## config.mk

```make
export PLATFORM = sky130hd
export DESIGN_NAME = riscv_csr_register_file
export DESIGN_NICKNAME = d
export VERILOG_FILES = /design/src/hw/rtl/rvcsr_pkg.sv /design/src/hw/rtl/riscv_csr_register_file.sv /design/src/hw/rtl/rvcsr_decode.sv /design/src/hw/rtl/rvcsr_exec.sv
export SDC_FILE = /design/constraint.sdc
export NUM_CORES = 2
export LEC_CHECK = 0
export BUFFER_PORTS_ARGS = -buffer_cell sky130_fd_sc_hd__buf_2
export CAP_MARGIN = 30
export CORE_UTILIZATION = 35
export DETAILED_ROUTE_END_ITERATION = 10
export PLACE_DENSITY_LB_ADDON = 0.1
export SETUP_SLACK_MARGIN = 0.15
export SLEW_MARGIN = 30
export SYNTH_ARGS = -nofsm -noshare
export SYNTH_HDL_FRONTEND = slang
export SYNTH_SLANG_ARGS = --single-unit
```

## constraint.sdc

```tcl
create_clock -name i_clk -period 5.7 [get_ports i_clk]
set_clock_uncertainty 0.1 [all_clocks]
set_input_delay 0.57 -clock i_clk [delete_from_list [all_inputs] [get_ports i_clk]]
set_output_delay 0.57 -clock i_clk [all_outputs]
set_load 0.01 [all_outputs]
```

## src/hw/rtl/rvcsr_pkg.sv

```systemverilog
// Types and constants of the RV32 CSR file.
package rvcsr_pkg;

    localparam int NUM_STORE = 20;
    localparam int S_TDATA_W = 112;
    localparam int M_TDATA_W = 32;

    typedef enum logic [1:0] {
        ACT_READ,
        ACT_WRITE,
        ACT_ADD_CYCLE,
        ACT_ADD_INSTRET
    } t_action;

    typedef enum logic [2:0] {
        SEL_NONE,
        SEL_STORE,
        SEL_MISA,
        SEL_CYCLE,
        SEL_INSTRET,
        SEL_SSTATUS,
        SEL_SIE,
        SEL_SIP
    } t_csr_kind;

    typedef logic [4:0] t_store_idx;

    typedef struct packed {
        t_csr_kind  kind;
        t_store_idx idx;
    } t_csr_sel;

    localparam logic [11:0] ADDR_MISA    = 12'h301;
    localparam logic [11:0] ADDR_CYCLE   = 12'hB00;
    localparam logic [11:0] ADDR_INSTRET = 12'hB02;
    localparam logic [11:0] ADDR_SSTATUS = 12'h100;
    localparam logic [11:0] ADDR_SIE     = 12'h104;
    localparam logic [11:0] ADDR_SIP     = 12'h144;

    // Addresses of the plain storage registers, in storage order.
    localparam logic [11:0] STORE_ADDR [NUM_STORE] = '{
        12'h300, 12'h305, 12'h340, 12'h341, 12'h342, 12'h343, 12'h304, 12'h344,
        12'h3A0, 12'h3B0, 12'hF14, 12'hF11, 12'hF12, 12'hF13,
        12'h105, 12'h141, 12'h142, 12'h143, 12'h302, 12'h303
    };

    localparam t_store_idx IDX_MSTATUS = 5'd0;
    localparam t_store_idx IDX_MIE     = 5'd6;
    localparam t_store_idx IDX_MIP     = 5'd7;

    localparam logic [31:0] MISA_VALUE       = 32'h4000_1101;
    localparam logic [31:0] SSTATUS_WIN_BITS = 32'h0000_0122;
    localparam logic [31:0] SINT_MASK        = 32'h0000_0222;

endpackage

```

## src/hw/rtl/riscv_csr_register_file.sv

```systemverilog
// Top level of the reduced RV32 machine and supervisor CSR file.
//
// Requests arrive on the s_axis channel: tuser carries the action (read,
// write, add to the cycle counter, add to the retired-instruction counter),
// tdata carries the CSR address, the write value and the 64-bit counter delta.
// Each request yields exactly one response on the m_axis channel: tdata holds
// the read data (zero for anything but a read) and tuser[0] says whether the
// address is implemented or the action was a counter add.
// A request is captured in an input register, decoded and executed against
// the CSR state once the output register is free, and the response is
// registered in that output register. One request is taken every cycle
// while the output side keeps up; the rate is set by the single
// decode-and-update pass between the two registers.
// When the receiver stalls, the response is held stable and the input register
// fills; s_axis_tready drops only while both registers are occupied.
// A synchronous reset clears all storage CSRs and both 64-bit counters to zero and
// empties both registers.
module riscv_csr_register_file (
    input  logic                                i_clk,
    input  logic                                i_rst_n,
    input  logic                                s_axis_tvalid,
    output logic                                s_axis_tready,
    // csr_address [11:0], write_value [43:12], count_delta [107:44], zero [111:108]
    input  logic [rvcsr_pkg::S_TDATA_W-1:0]     s_axis_tdata,
    // action [1:0]
    input  logic [1:0]                          s_axis_tuser,
    output logic                                m_axis_tvalid,
    input  logic                                m_axis_tready,
    // read_data [31:0]
    output logic [rvcsr_pkg::M_TDATA_W-1:0]     m_axis_tdata,
    // accepted [0]
    output logic [0:0]                          m_axis_tuser
);
    import rvcsr_pkg::*;

    logic        r_in_valid;
    t_action     r_in_action;
    logic [11:0] r_in_addr;
    logic [31:0] r_in_wval;
    logic [63:0] r_in_delta;

    logic        r_out_valid;
    logic [31:0] r_out_rdata;
    logic        r_out_ok;

    logic        out_free;
    logic        advance;
    logic        s_accept;
    t_csr_sel    sel;
    logic [31:0] ex_rdata;
    logic        ex_ok;

    assign out_free      = !r_out_valid || m_axis_tready;
    assign advance       = r_in_valid && out_free;
    assign s_axis_tready = !r_in_valid || out_free;
    assign s_accept      = s_axis_tvalid && s_axis_tready;

    always_ff @(posedge i_clk) begin
        if (!i_rst_n) begin
            r_in_valid <= 1'b0;
        end else if (s_accept) begin
            r_in_valid <= 1'b1;
        end else if (advance) begin
            r_in_valid <= 1'b0;
        end
    end

    always_ff @(posedge i_clk) begin
        if (s_accept) begin
            r_in_action <= t_action'(s_axis_tuser);
            r_in_addr   <= s_axis_tdata[11:0];
            r_in_wval   <= s_axis_tdata[43:12];
            r_in_delta  <= s_axis_tdata[107:44];
        end
    end

    rvcsr_decode u_decode (
        .i_addr (r_in_addr),
        .o_sel  (sel)
    );

    rvcsr_exec u_exec (
        .i_clk    (i_clk),
        .i_rst_n  (i_rst_n),
        .i_en     (advance),
        .i_action (r_in_action),
        .i_sel    (sel),
        .i_wval   (r_in_wval),
        .i_delta  (r_in_delta),
        .o_rdata  (ex_rdata),
        .o_ok     (ex_ok)
    );

    always_ff @(posedge i_clk) begin
        if (!i_rst_n) begin
            r_out_valid <= 1'b0;
        end else if (advance) begin
            r_out_valid <= 1'b1;
        end else if (m_axis_tready) begin
            r_out_valid <= 1'b0;
        end
    end

    always_ff @(posedge i_clk) begin
        if (advance) begin
            r_out_rdata <= ex_rdata;
            r_out_ok    <= ex_ok;
        end
    end

    assign m_axis_tvalid   = r_out_valid;
    assign m_axis_tdata    = r_out_rdata;
    assign m_axis_tuser[0] = r_out_ok;

endmodule

```

## src/hw/rtl/rvcsr_decode.sv

```systemverilog
// Address decoder: maps a 12-bit CSR address to a register kind and storage slot.
module rvcsr_decode (
    input  logic [11:0]         i_addr,
    output rvcsr_pkg::t_csr_sel o_sel
);
    import rvcsr_pkg::*;

    always_comb begin
        o_sel.kind = SEL_NONE;
        o_sel.idx  = '0;
        for (int i = 0; i < NUM_STORE; i++) begin
            if (i_addr == STORE_ADDR[i]) begin
                o_sel.kind = SEL_STORE;
                o_sel.idx  = t_store_idx'(i);
            end
        end
        case (i_addr)
            ADDR_MISA:    o_sel.kind = SEL_MISA;
            ADDR_CYCLE:   o_sel.kind = SEL_CYCLE;
            ADDR_INSTRET: o_sel.kind = SEL_INSTRET;
            ADDR_SSTATUS: o_sel.kind = SEL_SSTATUS;
            ADDR_SIE:     o_sel.kind = SEL_SIE;
            ADDR_SIP:     o_sel.kind = SEL_SIP;
            default: ;
        endcase
    end

endmodule

```

## src/hw/rtl/rvcsr_exec.sv

```systemverilog
// CSR state and the read, write and counter-add logic for one request.
module rvcsr_exec (
    input  logic                i_clk,
    input  logic                i_rst_n,
    input  logic                i_en,
    input  rvcsr_pkg::t_action  i_action,
    input  rvcsr_pkg::t_csr_sel i_sel,
    input  logic [31:0]         i_wval,
    input  logic [63:0]         i_delta,
    output logic [31:0]         o_rdata,
    output logic                o_ok
);
    import rvcsr_pkg::*;

    logic [31:0] r_store [NUM_STORE];
    logic [31:0] n_store [NUM_STORE];
    logic [63:0] r_cycle;
    logic [63:0] n_cycle;
    logic [63:0] r_instret;
    logic [63:0] n_instret;

    always_comb begin
        n_store   = r_store;
        n_cycle   = r_cycle;
        n_instret = r_instret;
        o_rdata   = '0;
        o_ok      = 1'b0;
        case (i_action)
            ACT_READ: begin
                o_ok = (i_sel.kind != SEL_NONE);
                case (i_sel.kind)
                    SEL_STORE:   o_rdata = r_store[i_sel.idx];
                    SEL_MISA:    o_rdata = MISA_VALUE;
                    SEL_CYCLE:   o_rdata = r_cycle[31:0];
                    SEL_INSTRET: o_rdata = r_instret[31:0];
                    SEL_SSTATUS: o_rdata = r_store[IDX_MSTATUS] & SSTATUS_WIN_BITS;
                    SEL_SIE:     o_rdata = r_store[IDX_MIE] & SINT_MASK;
                    SEL_SIP:     o_rdata = r_store[IDX_MIP] & SINT_MASK;
                    default:     o_rdata = '0;
                endcase
            end
            ACT_WRITE: begin
                o_ok = (i_sel.kind != SEL_NONE);
                case (i_sel.kind)
                    SEL_STORE:   n_store[i_sel.idx] = i_wval;
                    SEL_CYCLE:   n_cycle = {r_cycle[63:32], i_wval};
                    SEL_INSTRET: n_instret = {r_instret[63:32], i_wval};
                    SEL_SSTATUS: begin
                        n_store[IDX_MSTATUS] = (r_store[IDX_MSTATUS] & ~SSTATUS_WIN_BITS)
                                             | (i_wval & SSTATUS_WIN_BITS);
                    end
                    SEL_SIE: begin
                        n_store[IDX_MIE] = (r_store[IDX_MIE] & ~SINT_MASK)
                                         | (i_wval & SINT_MASK);
                    end
                    SEL_SIP: begin
                        n_store[IDX_MIP] = (r_store[IDX_MIP] & ~SINT_MASK)
                                         | (i_wval & SINT_MASK);
                    end
                    default: ;
                endcase
            end
            ACT_ADD_CYCLE: begin
                n_cycle = r_cycle + i_delta;
                o_ok    = 1'b1;
            end
            ACT_ADD_INSTRET: begin
                n_instret = r_instret + i_delta;
                o_ok      = 1'b1;
            end
            default: ;
        endcase
    end

    always_ff @(posedge i_clk) begin
        if (!i_rst_n) begin
            for (int i = 0; i < NUM_STORE; i++) begin
                r_store[i] <= '0;
            end
            r_cycle   <= '0;
            r_instret <= '0;
        end else if (i_en) begin
            r_store   <= n_store;
            r_cycle   <= n_cycle;
            r_instret <= n_instret;
        end
    end

endmodule

```

==> impl_results.md <==
- Worst-path clk slew: 60 ps
- Initial antenna violation count: 2
- Post-Layout Cell Count: 6564
- Power per Cell Area: 288 nW/um2
- Final hold violation count: 0
- CP cell instances: nor4_1 -> nand3b_2 -> a21oi_2 -> or2_4 -> buf_4 -> mux4_2 -> a211oi_1 -> o22ai_1
- Drt wl/cell: 23.9 um
- Vias: 36400
- RSZ-0062 raised after global routing: no
- Chip width: 337 um
- Seq cells post-synth: 817
- Top cells by area, synth: dfxtp_1 (36%), nand2_1 (17%), edfxtp_1 (8.5%), a21oi_1 (6.4%), a21boi_0 (5.0%)
- Vias in the first global route: 33600
- Vias/cell: 5.55
- Clk network pwr share: 0.493
- Psw: 3.14 mW
- Ant diodes: 0
- Worst VDD drop: 0.000221 V
- # setup viols final: 0
- Share of layout cells above drive strength 1: 0.108
- Final Max Tran Viols: 0
- Crit-path max FO: 29
- HPWL Detailed: 96200 um
- LEAKAGE: 15.5 nW
- EDFF count, synth: 111
- Die ar.: 114000 um2
- Multi-input logic area: 20100 um2
- Worst path max stage delay: 850 ps
- Worst-margin pin slew: 1050 ps
- Mapped Area: 39300 um2
- Largest net degree at the start of global routing: 121
- Worst setup SP type: flip-flop
- Worst path bufs/invs: 1
- Detail Route Antenna Nets: 0
- Rel. slew slack: 0.293
- Synth Net Count: 5158
- Max Cap Viol: 0
- Yosys Warn Count: 0
- Primary FF master, synth: dfxtp_1
- Initial drt markers: 3989
- Total GRT Usage: 0.271
- Core area: 111000 um2
- Register Area: 17500 um2
- Setup TNS: 0 ps
- Combinational share of power: 0.052
- Cell Int Power: 10.0 mW
- Final Cycle Share: 0.858
- Critical path type: flip-flop to flip-flop
- Placed Cells: 6303
- Routed WL: 157000 um
- First-pass GRT wire length: 230000 um
- Yosys top cell area share: 0.360
- Placed cell area: 41600 um2
- CTS resizes: 0
- Max H-tree Level: 3
- Crit path DAT: 5190 ps
- Initial DRT Pass Iterations: 6
- Final Worst Setup Slack: 812 ps
- Cell count after synthesis: 4976
- Port bufs: 116
- Flop pwr share: 0.455
- Fmax achieved: 205 MHz
- Worst path slowest cell: nor4_1
- Gr ovfl total: 0
- # Post-CTS Setup Buffers: 0
- Fillers: 11300
- CP top delay family: simple AND/OR/NAND/NOR gates
- Ys async rst share: 0
- Fin crit period: 4890 ps
- Worst skew pair latency: 690 ps
- Unique masters post-synth: 95
- Clk buf depth: 3
- Nets: 5177
- Initial core utilization: 0.354
- Num rows: 122
- Status: complete, no violations
- Hold Path Class: primary input to flip-flop
- Synth top cells by count: nand2_1 (1753), dfxtp_1 (706), a21oi_1 (506)
- Synthesized area per cell: 7.90 um2
- Chip height: 337 um
- Leading area contributor after synthesis: dfxtp_1
- Cts hold-fix bufs: 78
- Area Overhead vs Synth: 16.3%
- IO Count: 153
- CP endpoint kind: flip-flop
- Switching Share: 0.239
- Final core occ: 0.412
- Cell with the most instances after synthesis: nand2_1
- Routability congestion estimate: 0.906
- Critical Path RT: 6000 ps
- Dpl ws: 766 ps
- Sequential fraction of the synthesis area: 0.444
- CTS Buf Count: 95
- Fin area: 45700 um2
- Drt drc: 0
- CTS root buf: clkbuf_16
- CTS tree: yes
- Clk sinks: 817
-- flip-flops by register name, indices dropped and copies added, names as in the netlist --
name              cells
r_in_valid            1
u_exec.r_instret     32
u_exec.r_cycle       32
m_axis_tuser          1
u_exec.r_store      640
m_axis_tdata         32
r_in_wval            32
r_in_action           2
m_axis_tvalid         1
r_in_addr            12
r_in_delta           32
-- power by group through the flow --
stage               clock, mW  sequential, mW  combinational [mW]
floorplan                   0            6.07               0.410
global placement            0            6.15               0.579
detailed placement          0            6.12               0.623
CTS                      6.60            5.99               0.667
global route             6.83            5.99               0.740
finish                   6.48            5.98               0.687
-- metrics by stage --
stage | power [mW] | hold slack [ps]
final | 13.2 | 47.6
after global routing | 13.6 | 32.9
after CTS | 13.3 | 6.89
after detailed placement | 6.74 | 343
after global placement | 6.73 | 336
after floorplan | 6.48 | 328
-- worst paths after layout --
path                                           from                   to  slack, ps  depth (start not counted)
worst max-delay path                   r_in_addr[3]      m_axis_tdata[8]        810                          8
worst min-delay path                  s_axis_tvalid           r_in_valid         50                          3
worst max register to register         r_in_addr[3]      m_axis_tdata[8]        810                          8
worst min register to register  u_exec.r_store[392]  u_exec.r_store[392]        350                          2
-- placed cells by master, fill, tap and decap left out, types with 24 or more instances in the layout --
| cell type | Yosys | final |
|---|---|---|
| nand2_1 | 1753 | 1752 |
| dfxtp_1 | 706 | 706 |
| a21oi_1 | 506 | 505 |
| a21boi_0 | 262 | 262 |
| nand3_1 | 237 | 231 |
| buf_4 | 16 | 122 |
| buf_2 | 88 | 115 |
| edfxtp_1 | 111 | 111 |
| clkbuf_16 | 0 | 96 |
| nor2_1 | 101 | 88 |
| o21ai_0 | 87 | 87 |
| dlygate4sd3_1 | 0 | 78 |
| ha_1 | 62 | 62 |
| mux2i_1 | 60 | 60 |
| a31oi_1 | 44 | 44 |
| o211ai_1 | 32 | 32 |
| mux4_2 | 32 | 32 |
| nor3_1 | 37 | 30 |
| a211oi_1 | 28 | 28 |
| and3_1 | 28 | 26 |
| clkbuf_8 | 0 | 24 |
-- layout make-up --
| cell class | instances | share of cell area |
|---|---|---|
| Sequential cell | 817 | 0.382 |
| Clock buffer | 142 | 0.0615 |
| Clock inverter | 36 | 0.0106 |
| Inverter | 20 | 0.00181 |
| Timing Repair Buffer | 353 | 0.0632 |
| Tap cell | 1488 | 0.0407 |
| Multi-Input combinational cell | 3708 | 0.440 |
-- per-layer routing --
layer | up-vias | part of all wire | global-route usage
met5 | - | 0 | 0
met4 | 0 | 0.027 | 0.0771
li1 | 17100 | - | -
met1 | 17800 | 0.46 | 0.390
met3 | 214 | 0.058 | 0.0322
met2 | 1272 | 0.45 | 0.423
-- logic make-up (layout without fill, tap and decap cells) --
group           count (synthesis)  in the layout  share of synthesized area
compound gates               1198           1198                      0.196
mux                           108            108                     0.0382
simple gates                 2299           2299                      0.242
flops                         817            817                      0.444
xor+xnor                       39             39                    0.00869
buf+inv                       451            551                     0.0497
fa+ha+maj                      64             64                     0.0208
-- tightest hold or removal path: stages --
cell	delay, ps
buf_2	90
a21oi_1	40
nor2b_1	90
No activity file was read; power rests on OpenSTA's default activity.
